`src/rtl/hpd_pkg.sv`:
```
// Shared widths, types and helper functions for the homography point distance block.
package hpd_pkg;

   // Configuration and input widths.
   localparam int COEF_W     = 40;
   localparam int PIX_W      = 20;
   localparam int NCOEF      = 8;
   localparam int COEF_IDX_W = 3;
   localparam int CSR_IDX_W  = 4;
   localparam int REQ_W      = 4 * PIX_W;

   // Coefficient register indexes.
   localparam logic [COEF_IDX_W-1:0] COEF_H00 = 3'd0;
   localparam logic [COEF_IDX_W-1:0] COEF_H01 = 3'd1;
   localparam logic [COEF_IDX_W-1:0] COEF_H02 = 3'd2;
   localparam logic [COEF_IDX_W-1:0] COEF_H10 = 3'd3;
   localparam logic [COEF_IDX_W-1:0] COEF_H11 = 3'd4;
   localparam logic [COEF_IDX_W-1:0] COEF_H12 = 3'd5;
   localparam logic [COEF_IDX_W-1:0] COEF_H20 = 3'd6;
   localparam logic [COEF_IDX_W-1:0] COEF_H21 = 3'd7;

   // Projection arithmetic, all Q.28 before the divide.
   localparam int PROD_W    = COEF_W + PIX_W + 1;
   localparam int NUM_W     = 62;
   localparam int MAG_W     = 62;
   localparam int TRANS_SH  = 4;
   localparam int W_ONE_SH  = 28;
   localparam logic signed [NUM_W-1:0] W_ONE = NUM_W'(1) <<< W_ONE_SH;

   // Division: 30 integer bits and 12 fraction bits of quotient.
   localparam int QI_W    = 30;
   localparam int FRAC_W  = 12;
   localparam int QUO_W   = QI_W + FRAC_W;
   localparam int COORD_W = QUO_W + 1;
   localparam int DIFF_W  = QUO_W + 2;
   localparam int NDIV    = 4;

   // Distance: differences below 2^28, squares summed, then root.
   localparam int DMAG_W  = 16 + FRAC_W;
   localparam int SQR_W   = 2 * DMAG_W;
   localparam int SQ_IN_W = SQR_W + 2;
   localparam int ROOT_W  = SQ_IN_W / 2;
   localparam int SREM_W  = ROOT_W + 2;
   localparam int RND_W   = ROOT_W + 1;
   localparam int RND_SH  = 4;
   localparam int DIST_W  = 24;
   localparam logic [DIST_W-1:0] DIST_MAX = '1;

   // Queue between the front and the back.
   localparam int QUEUE_DEPTH = 4;
   localparam int QPTR_W      = 2;
   localparam int QCNT_W      = 3;

   // One queued request: numerators and denominators of both points.
   typedef struct packed {
      logic signed [NUM_W-1:0] nxa;
      logic signed [NUM_W-1:0] nya;
      logic signed [NUM_W-1:0] wa;
      logic signed [NUM_W-1:0] nxb;
      logic signed [NUM_W-1:0] nyb;
      logic signed [NUM_W-1:0] wb;
      logic                    degen;
   } entry_type;

   // Status riding alongside the dividers.
   typedef struct packed {
      logic            valid;
      logic            degen;
      logic            ovf;
      logic [NDIV-1:0] neg;
   } div_side_type;

   // Status riding alongside the distance stages.
   typedef struct packed {
      logic valid;
      logic degen;
      logic sat;
   } tail_side_type;

   // Signed coefficient times unsigned pixel.
   function automatic logic signed [PROD_W-1:0] coef_mul(
      input logic signed [COEF_W-1:0] c,
      input logic        [PIX_W-1:0]  p);
      logic signed [PROD_W-1:0] pe;
      pe = PROD_W'($signed({1'b0, p}));
      coef_mul = PROD_W'(c) * pe;
   endfunction

   // Magnitude of a signed numerator or denominator.
   function automatic logic [MAG_W-1:0] num_mag(input logic signed [NUM_W-1:0] v);
      num_mag = v[NUM_W-1] ? MAG_W'(-v) : MAG_W'(v);
   endfunction

endpackage

```
`src/rtl/hpd_queue.sv`:
```
// Short request queue between the front end and the back end.
module hpd_queue (
   input  logic               clock,
   input  logic               reset,
   input  logic               push_valid,
   input  hpd_pkg::entry_type push_data,
   output logic               q_full,
   input  logic               pop,
   output hpd_pkg::entry_type head_data,
   output logic               q_empty
);
   import hpd_pkg::*;

   entry_type           store_ff [QUEUE_DEPTH];
   logic [QPTR_W-1:0]   wr_ptr_ff;
   logic [QPTR_W-1:0]   rd_ptr_ff;
   logic [QCNT_W-1:0]   count_ff;
   logic                push;
   logic                pull;

   assign q_full    = (count_ff == QCNT_W'(QUEUE_DEPTH));
   assign q_empty   = (count_ff == '0);
   assign push      = push_valid && !q_full;
   assign pull      = pop && !q_empty;
   assign head_data = store_ff[rd_ptr_ff];

   // Pointers and fill count.
   always_ff @(posedge clock) begin
      if (reset) begin
         wr_ptr_ff <= '0;
         rd_ptr_ff <= '0;
         count_ff  <= '0;
      end else begin
         if (push) wr_ptr_ff <= wr_ptr_ff + 1'b1;
         if (pull) rd_ptr_ff <= rd_ptr_ff + 1'b1;
         if (push && !pull) count_ff <= count_ff + 1'b1;
         else if (pull && !push) count_ff <= count_ff - 1'b1;
      end
   end

   // Entry storage.
   always_ff @(posedge clock) begin
      if (push) store_ff[wr_ptr_ff] <= push_data;
   end

   // The fill count never passes the depth.
   a_count_bound: assert property (@(posedge clock) disable iff (reset)
      count_ff <= QCNT_W'(QUEUE_DEPTH))
      else $error("queue count beyond depth");

   // A lone push grows the count by one.
   a_push_grows: assert property (@(posedge clock) disable iff (reset)
      (push && !pull) |=> (count_ff == $past(count_ff) + 1'b1))
      else $error("queue count did not grow on push");

   // Read and write pointers stay apart by the fill count.
   a_ptr_gap: assert property (@(posedge clock) disable iff (reset)
      (QPTR_W'(wr_ptr_ff - rd_ptr_ff) == count_ff[QPTR_W-1:0]))
      else $error("queue pointers disagree with count");

endmodule

```
`config.mk`:
```
export PLATFORM = sky130hd
export DESIGN_NAME = hpd_queue
export DESIGN_NICKNAME = d
export VERILOG_FILES = /design/src/rtl/hpd_pkg.sv /design/src/rtl/hpd_queue.sv
export SDC_FILE = /design/constraint.sdc
export NUM_CORES = 1
export LEC_CHECK = 0
export BUFFER_PORTS_ARGS = -buffer_cell sky130_fd_sc_hd__buf_2
export CORE_MARGIN = 4
export CORE_UTILIZATION = 46
export DETAILED_ROUTE_END_ITERATION = 7
export PLACE_DENSITY_LB_ADDON = 0.12
export SLEW_MARGIN = 5
export SYNTH_ARGS = -nofsm -noshare
export SYNTH_HDL_FRONTEND = slang
export SYNTH_SLANG_ARGS = --single-unit
```
`constraint.sdc`:
```
create_clock -name clock -period 28.8 [get_ports clock]
set_clock_uncertainty 0.1 [all_clocks]
set_input_delay 1.44 -clock clock [delete_from_list [all_inputs] [get_ports clock]]
set_output_delay 1.44 -clock clock [all_outputs]
set_load 0.005 [all_outputs]
```
==> results of run 1 <==
synthesized netlist by cell type, types with 2 or more instances:
library cell / instances
xor2_1: 4
a21oi_1: 2
inv_1: 4
buf_12: 41
edfxtp_1: 1492
mux2i_1: 2
nor2_1: 6
ha_1: 5
clkbuf_1: 2
o21ai_0: 2
mux4_2: 373
dfxtp_1: 9
or3_1: 2
nand2b_1: 2
buf_2: 41
and2_1: 4
worst max-delay path by stage:
stage / from / endpoint
floorplan: push_valid / store_ff[0][0]
global placement: push_valid / store_ff[0][130]
detailed placement: push_valid / store_ff[0][150]
CTS: flip-flop / head_data[83]
global route: flip-flop / head_data[152]
finish: flip-flop / head_data[108]
power by group:
group	internal [uW]	total, uW	switching, uW
clock network	1130	1920	787
registers	2630	2690	61.3
logic	582	1200	619
total	4340	5810	1470
layer usage:
| metal | vias up | global-route usage | wire (um) |
|---|---|---|---|
| met5 | - | 0 | 289 |
| met4 | 44 | 0.05323 | 2980 |
| met3 | 242 | 0.07613 | 12020 |
| met2 | 792 | 0.3186 | 60560 |
| met1 | 12860 | 0.2350 | 43710 |
| li1 | 10470 | - | - |
flip-flops by register name (all words and copies together), names as in the netlist, named ones only:
| register | flops |
|---|---|
| count_ff | 3 |
| wr_ptr_ff | 2 |
| store_ff | 1492 |
| rd_ptr_ff | 2 |
logic make-up after synthesis:
family | after synthesis
flip-flops | 1501
multiplexers | 375
buffers and inverters | 89
AND/OR/NAND/NOR | 16
AO/OA/AOI/OAI | 6
adder cells (fa/ha/maj) | 6
XOR/XNOR | 4
through the flow:
| stage | setup WS, ps | power [uW] | hold slack (ps) | utilization | instance area, um2 |
|---|---|---|---|---|---|
| 6_report | 22960 | 5812 | 418.0 | 0.5475 | 64640 |
| 5_1_grt | 22440 | 6081 | 461.8 | 0.5469 | 64580 |
| 4_1_cts | 22650 | 5918 | 419.7 | 0.5468 | 64570 |
| 3_5_place_dp | 22390 | 3981 | 409.4 | 0.5051 | 59640 |
| 3_3_place_gp | 22360 | 3967 | 394.9 | 0.5051 | 59640 |
| 2_1_floorplan | 17710 | 3595 | 381.8 | - | 54700 |
cell type report:
type | count | area, um2 | area share
antenna | 30 | 75.07 | 0.001161
inverter | 4 | 15.01 | 0.0002323
clock inverter | 89 | 759.5 | 0.01175
tap | 1536 | 1922 | 0.02973
sequential | 1501 | 44990 | 0.6960
timing repair buffer | 774 | 4044 | 0.06256
clock buffer | 187 | 4169 | 0.06449
multi-input combinational | 407 | 8670 | 0.1341
worst register-to-register path: stages, from the launching register on:
cell and delay (ps):
dfxtp_1 450, nor3b_1 150, nor2_1 370, and2_4 810, buf_4 1060, buf_4 1030
buf_4 860
==> out/summary.txt, run 1 <==
crit-path cells: buf_12, buf_4, mux4_2, buf_2
root buf cell: clkbuf_16
IO Pins: 752
max cap viols: 0
RSZ-0062 raised after global routing: no
first-pass GRT wire length: 176.3 mm
number of synthesized register bits: 1501
Die X: 352.8 um
dpl hpwl: 74.00 mm
number of synthesis warnings: 0
synthesis-to-finish area growth: 18.17%
CP Class: flip-flop to output pin
Final #Nets: 3225
hold_sp: wr_ptr_ff[1]
LEAKAGE: 0.02138 uW
post-synthesis mux area share: 0.1539
non-filler instance count after layout: 4528
ANT nets after route: 0
most common flop cell mapped by yosys: edfxtp_1
Die H: 352.8 um
Crit Path Max Fanout: 111
largest net degree at the start of global routing: 156
CTS tree: done
Post-Synth XOR/XNOR Area: 0.0006404
CTS max path bufs: 3
wire per inst: 26.41 um
number of global-route vias before repair: 25770
hold depth: 2
Compound-Gate Fraction of Synth Area: 0.0006633
fraction of the cycle the final worst path needs: 0.2029
largest cells by area after synthesis: edfxtp_1 (82%), mux4_2 (15%), buf_12 (1.5%), buf_2 (0.38%), dfxtp_1 (0.33%)
post-synthesis cell count: 1997
peak supply drop: 0.00006041 V
synthesized area: 0.05470 mm2
arrival time worst endpoint: 4300 ps
FF-to-FF End: store_ff[0][129]
number of instances in the placed design: 4222
mean number of vias per cell: 5.390
Reg clk slew, reported paths: 60 ps
Final TNS setup: 0 ps
via count: 24410
CTS buffer count: 154
Mapped Nets: 2380
worst slew pin tran: 1417 ps
routed wire length: 119.6 mm
status: complete, no violations
grt total ovfl: 0
slack of the worst reg-to-reg path: 23520 ps
delay-heaviest family, CP: buffers and inverters
Async SR Flop Fraction: 0
Worst Path Required: 27260 ps
Worst Reg-to-Reg Cells: 6
Initial Util: 0.4633
CP max stage delay: 970 ps
Pre-antenna DRT Iters: 5
Seq/Total Area, Yosys: 0.8223
Cell Pwr Density: 89.90 mW/mm2
initial antenna violation count: 60
CP max-delay cell: dfxtp_4
commonest non-fill, non-tap cells in the layout: edfxtp_1 (1492), buf_2 (751), mux4_2 (373), clkbuf_16 (163), clkinv_1 (35)
Mapped Avg Cell Area: 27.39 um2
Adder-Cell Fraction of Synth Area: 0.001510
CP endpoint kind: output pin
fin. max-slew vios: 0
worst min-delay path category: flip-flop to flip-flop
Post-CTS Hold Buffers: 0
CTS resizes: 0
commonest non-fill, non-tap cell in the layout: edfxtp_1
crit path time final: 5844 ps
Min-Delay Endpoint: wr_ptr_ff[1]
Worst-Skew Late Latency: 730 ps
CTS Sinks: 1501
Slew HR: 0.05520
combinational family with the most area after synthesis: multiplexers
DRT iter0 DRCs: 1600
Placement Rows: 126
WP buf/inv: 3
top-area cell type share of the netlist area: 0.8190
Critical Path Source Type: flip-flop
RR Startpoint: count_ff[0]
postcts setup bufs: 0
Core ar.: 0.1181 mm2
Final setup violation count: 0
Filler cells: 8920
Simple-Gate Fraction of Synth Area: 0.001555
layout cells sized above 1: 0.4625
routability cong.: 0.7467
Post-synth EDFFs: 1492
H-tree depth: 4
fmax: 0.1711 GHz
All-Layer GR Usage: 0.1918
die area: 0.1245 mm2
Synth cell types: 22
Yosys top cell by area: edfxtp_1
Crit path depth: 4
port bufs: 751
final hold vios: 0
DR DRC count: 0
(Power assumes the default switching activity.)
==> run 2: changes to the inputs <==
clock period = 5.2 ns   (was 28.8 ns; I/O delays follow)
==> run 2 against run 1 <==
Sequential share of layout area decreased by 3.9 points. Cell count increased by 8.6%. Total power increased to 5.5 times the previous value. Global-route usage increased by 0.50 points. Clock power increased to 5.3 times the previous value. Hold slack got worse by 250 ps. Via count increased by 6.5%. First-iteration DRC count increased by 13%. Core utilization increased by 3.2 points. Non-clock buffer count increased by 405. Critical path type unchanged. Largest cell class unchanged.
==> out/summary.txt, run 2 (same netlist as run 1, synthesis figures left out) <==
Biggest register: store_ff
highest routed layer: met5
largest net degree at the start of global routing: 102
Final TNS setup: 0 ps
commonest non-fill, non-tap cell in the layout: edfxtp_1
placed inst area: 0.05995 mm2
Initial Util: 0.4633
CTS max path bufs: 3
Largest regs: store_ff x1492, count_ff x3
Worst-Skew Late Latency: 720 ps
CTS tree: done
port bufs: 751
number of instances in the placed design: 4250
Pre-antenna DRT Iters: 5
postcts setup bufs: 0
final instance area: 0.06846 mm2
Worst Path Required: 4840 ps
Post-CTS Hold Buffers: 377
RSZ-0062 raised after global routing: no
arrival time worst endpoint: 3000 ps
worst min-delay path category: primary input to flip-flop
CTS Sinks: 1501
Core ar.: 0.1181 mm2
status: complete, no violations
max cap viols: 0
Placement Rows: 126
Final #Nets: 3629
final hold vios: 0
routability cong.: 0.7940
CP endpoint kind: output pin
via count: 26000
CTS resizes: 0
die area: 0.1245 mm2
IO Pins: 752
peak supply drop: 0.0003552 V
crit path time final: 3364 ps
routed wire length: 123.4 mm
fraction of the cycle the final worst path needs: 0.6468
Met1 Wirelength: 47.77 mm
CTS buffer count: 153
DR DRC count: 0
max reg flops: 1492
Die H: 352.8 um
Slew HR: 0.3896
metal3 WL: 10.12 mm
layout cells sized above 1: 0.4104
first-pass GRT wire length: 182.5 mm
non-filler instance count after layout: 4919
LEAKAGE: 0.02297 uW
DRT iter0 DRCs: 1802
Crit Path Max Fanout: 50
ANT nets after route: 0
Final setup violation count: 0
fmax: 0.2973 GHz
synthesis-to-finish area growth: 25.16%
grt total ovfl: 0
worst slew pin tran: 915.6 ps
All-Layer GR Usage: 0.1968
initial antenna violation count: 29
H-tree depth: 4
Reg clk slew, reported paths: 60 ps
dpl hpwl: 78.16 mm
met2 wire len: 61.43 mm
CP Class: flip-flop to output pin
Die X: 352.8 um
fin. max-slew vios: 0
Critical Path Source Type: flip-flop
mean number of vias per cell: 5.286
number of global-route vias before repair: 27920
Filler cells: 8668
root buf cell: clkbuf_16
Cell Pwr Density: 470.2 mW/mm2
wire per inst: 25.09 um
commonest non-fill, non-tap cells in the layout: edfxtp_1 (1492), buf_2 (751), dlygate4sd3_1 (377), mux4_2 (373), clkbuf_16 (154)
==> run 2: path summary, 6_finish.rpt <==
kind	cells past startpoint	to	startpoint	slack [ps]
max	3	head_data[371]	flip-flop	1840
min	2	store_ff[2][179]	push_data[179]	170
max reg2reg	4	store_ff[3][371]	count_ff[0]	2330
min reg2reg	2	flip-flop	rd_ptr_ff[1]	420
==> run 2: layer usage <==
metal	global-route usage	vias to the layer above
met4	0.07344	8
met5	0	-
met3	0.06156	198
met1	0.2483	13650
li1	-	11270
met2	0.3229	878
==> run 2: final cells by class <==
type                    count  area (um2)  share of cell area
clock buffers             192        3996             0.05837
clock inverters            75       679.4            0.009924
repair buffers           1179        8128              0.1187
multi-input cells         407        8670              0.1266
well taps                1536        1922             0.02807
diodes                     25       62.56           0.0009138
inverters                   4       15.01           0.0002193
flip-flops and latches   1501       44990              0.6572
==> run 2: critical path, stage by stage, from the launching register on <==
cell and delay, ps:
dfxtp_4 910, buf_4 710, mux4_2 470, buf_2 160
==> run 2: where the power goes <==
group,switching (uW),internal (uW),leakage (uW)
sequential,317,14500,0.0137
clock,4370,5860,0.00227
combinational,3630,3480,0.00695
total,8320,23900,0.0230
==> run 2: metrics by stage <==
| stage | power [uW] | setup slack, ps | hold slack, ps | util |
|---|---|---|---|---|
| after floorplan | 19670 | -757.8 | 258.9 | - |
| after global placement | 22060 | 2291 | 368.9 | 0.5077 |
| after detailed placement | 22170 | 2245 | 376.9 | 0.5077 |
| after CTS | 32730 | 1643 | 89.90 | 0.5793 |
| after global routing | 33640 | 1566 | 137.4 | 0.5796 |
| final | 32190 | 1836 | 170.5 | 0.5798 |
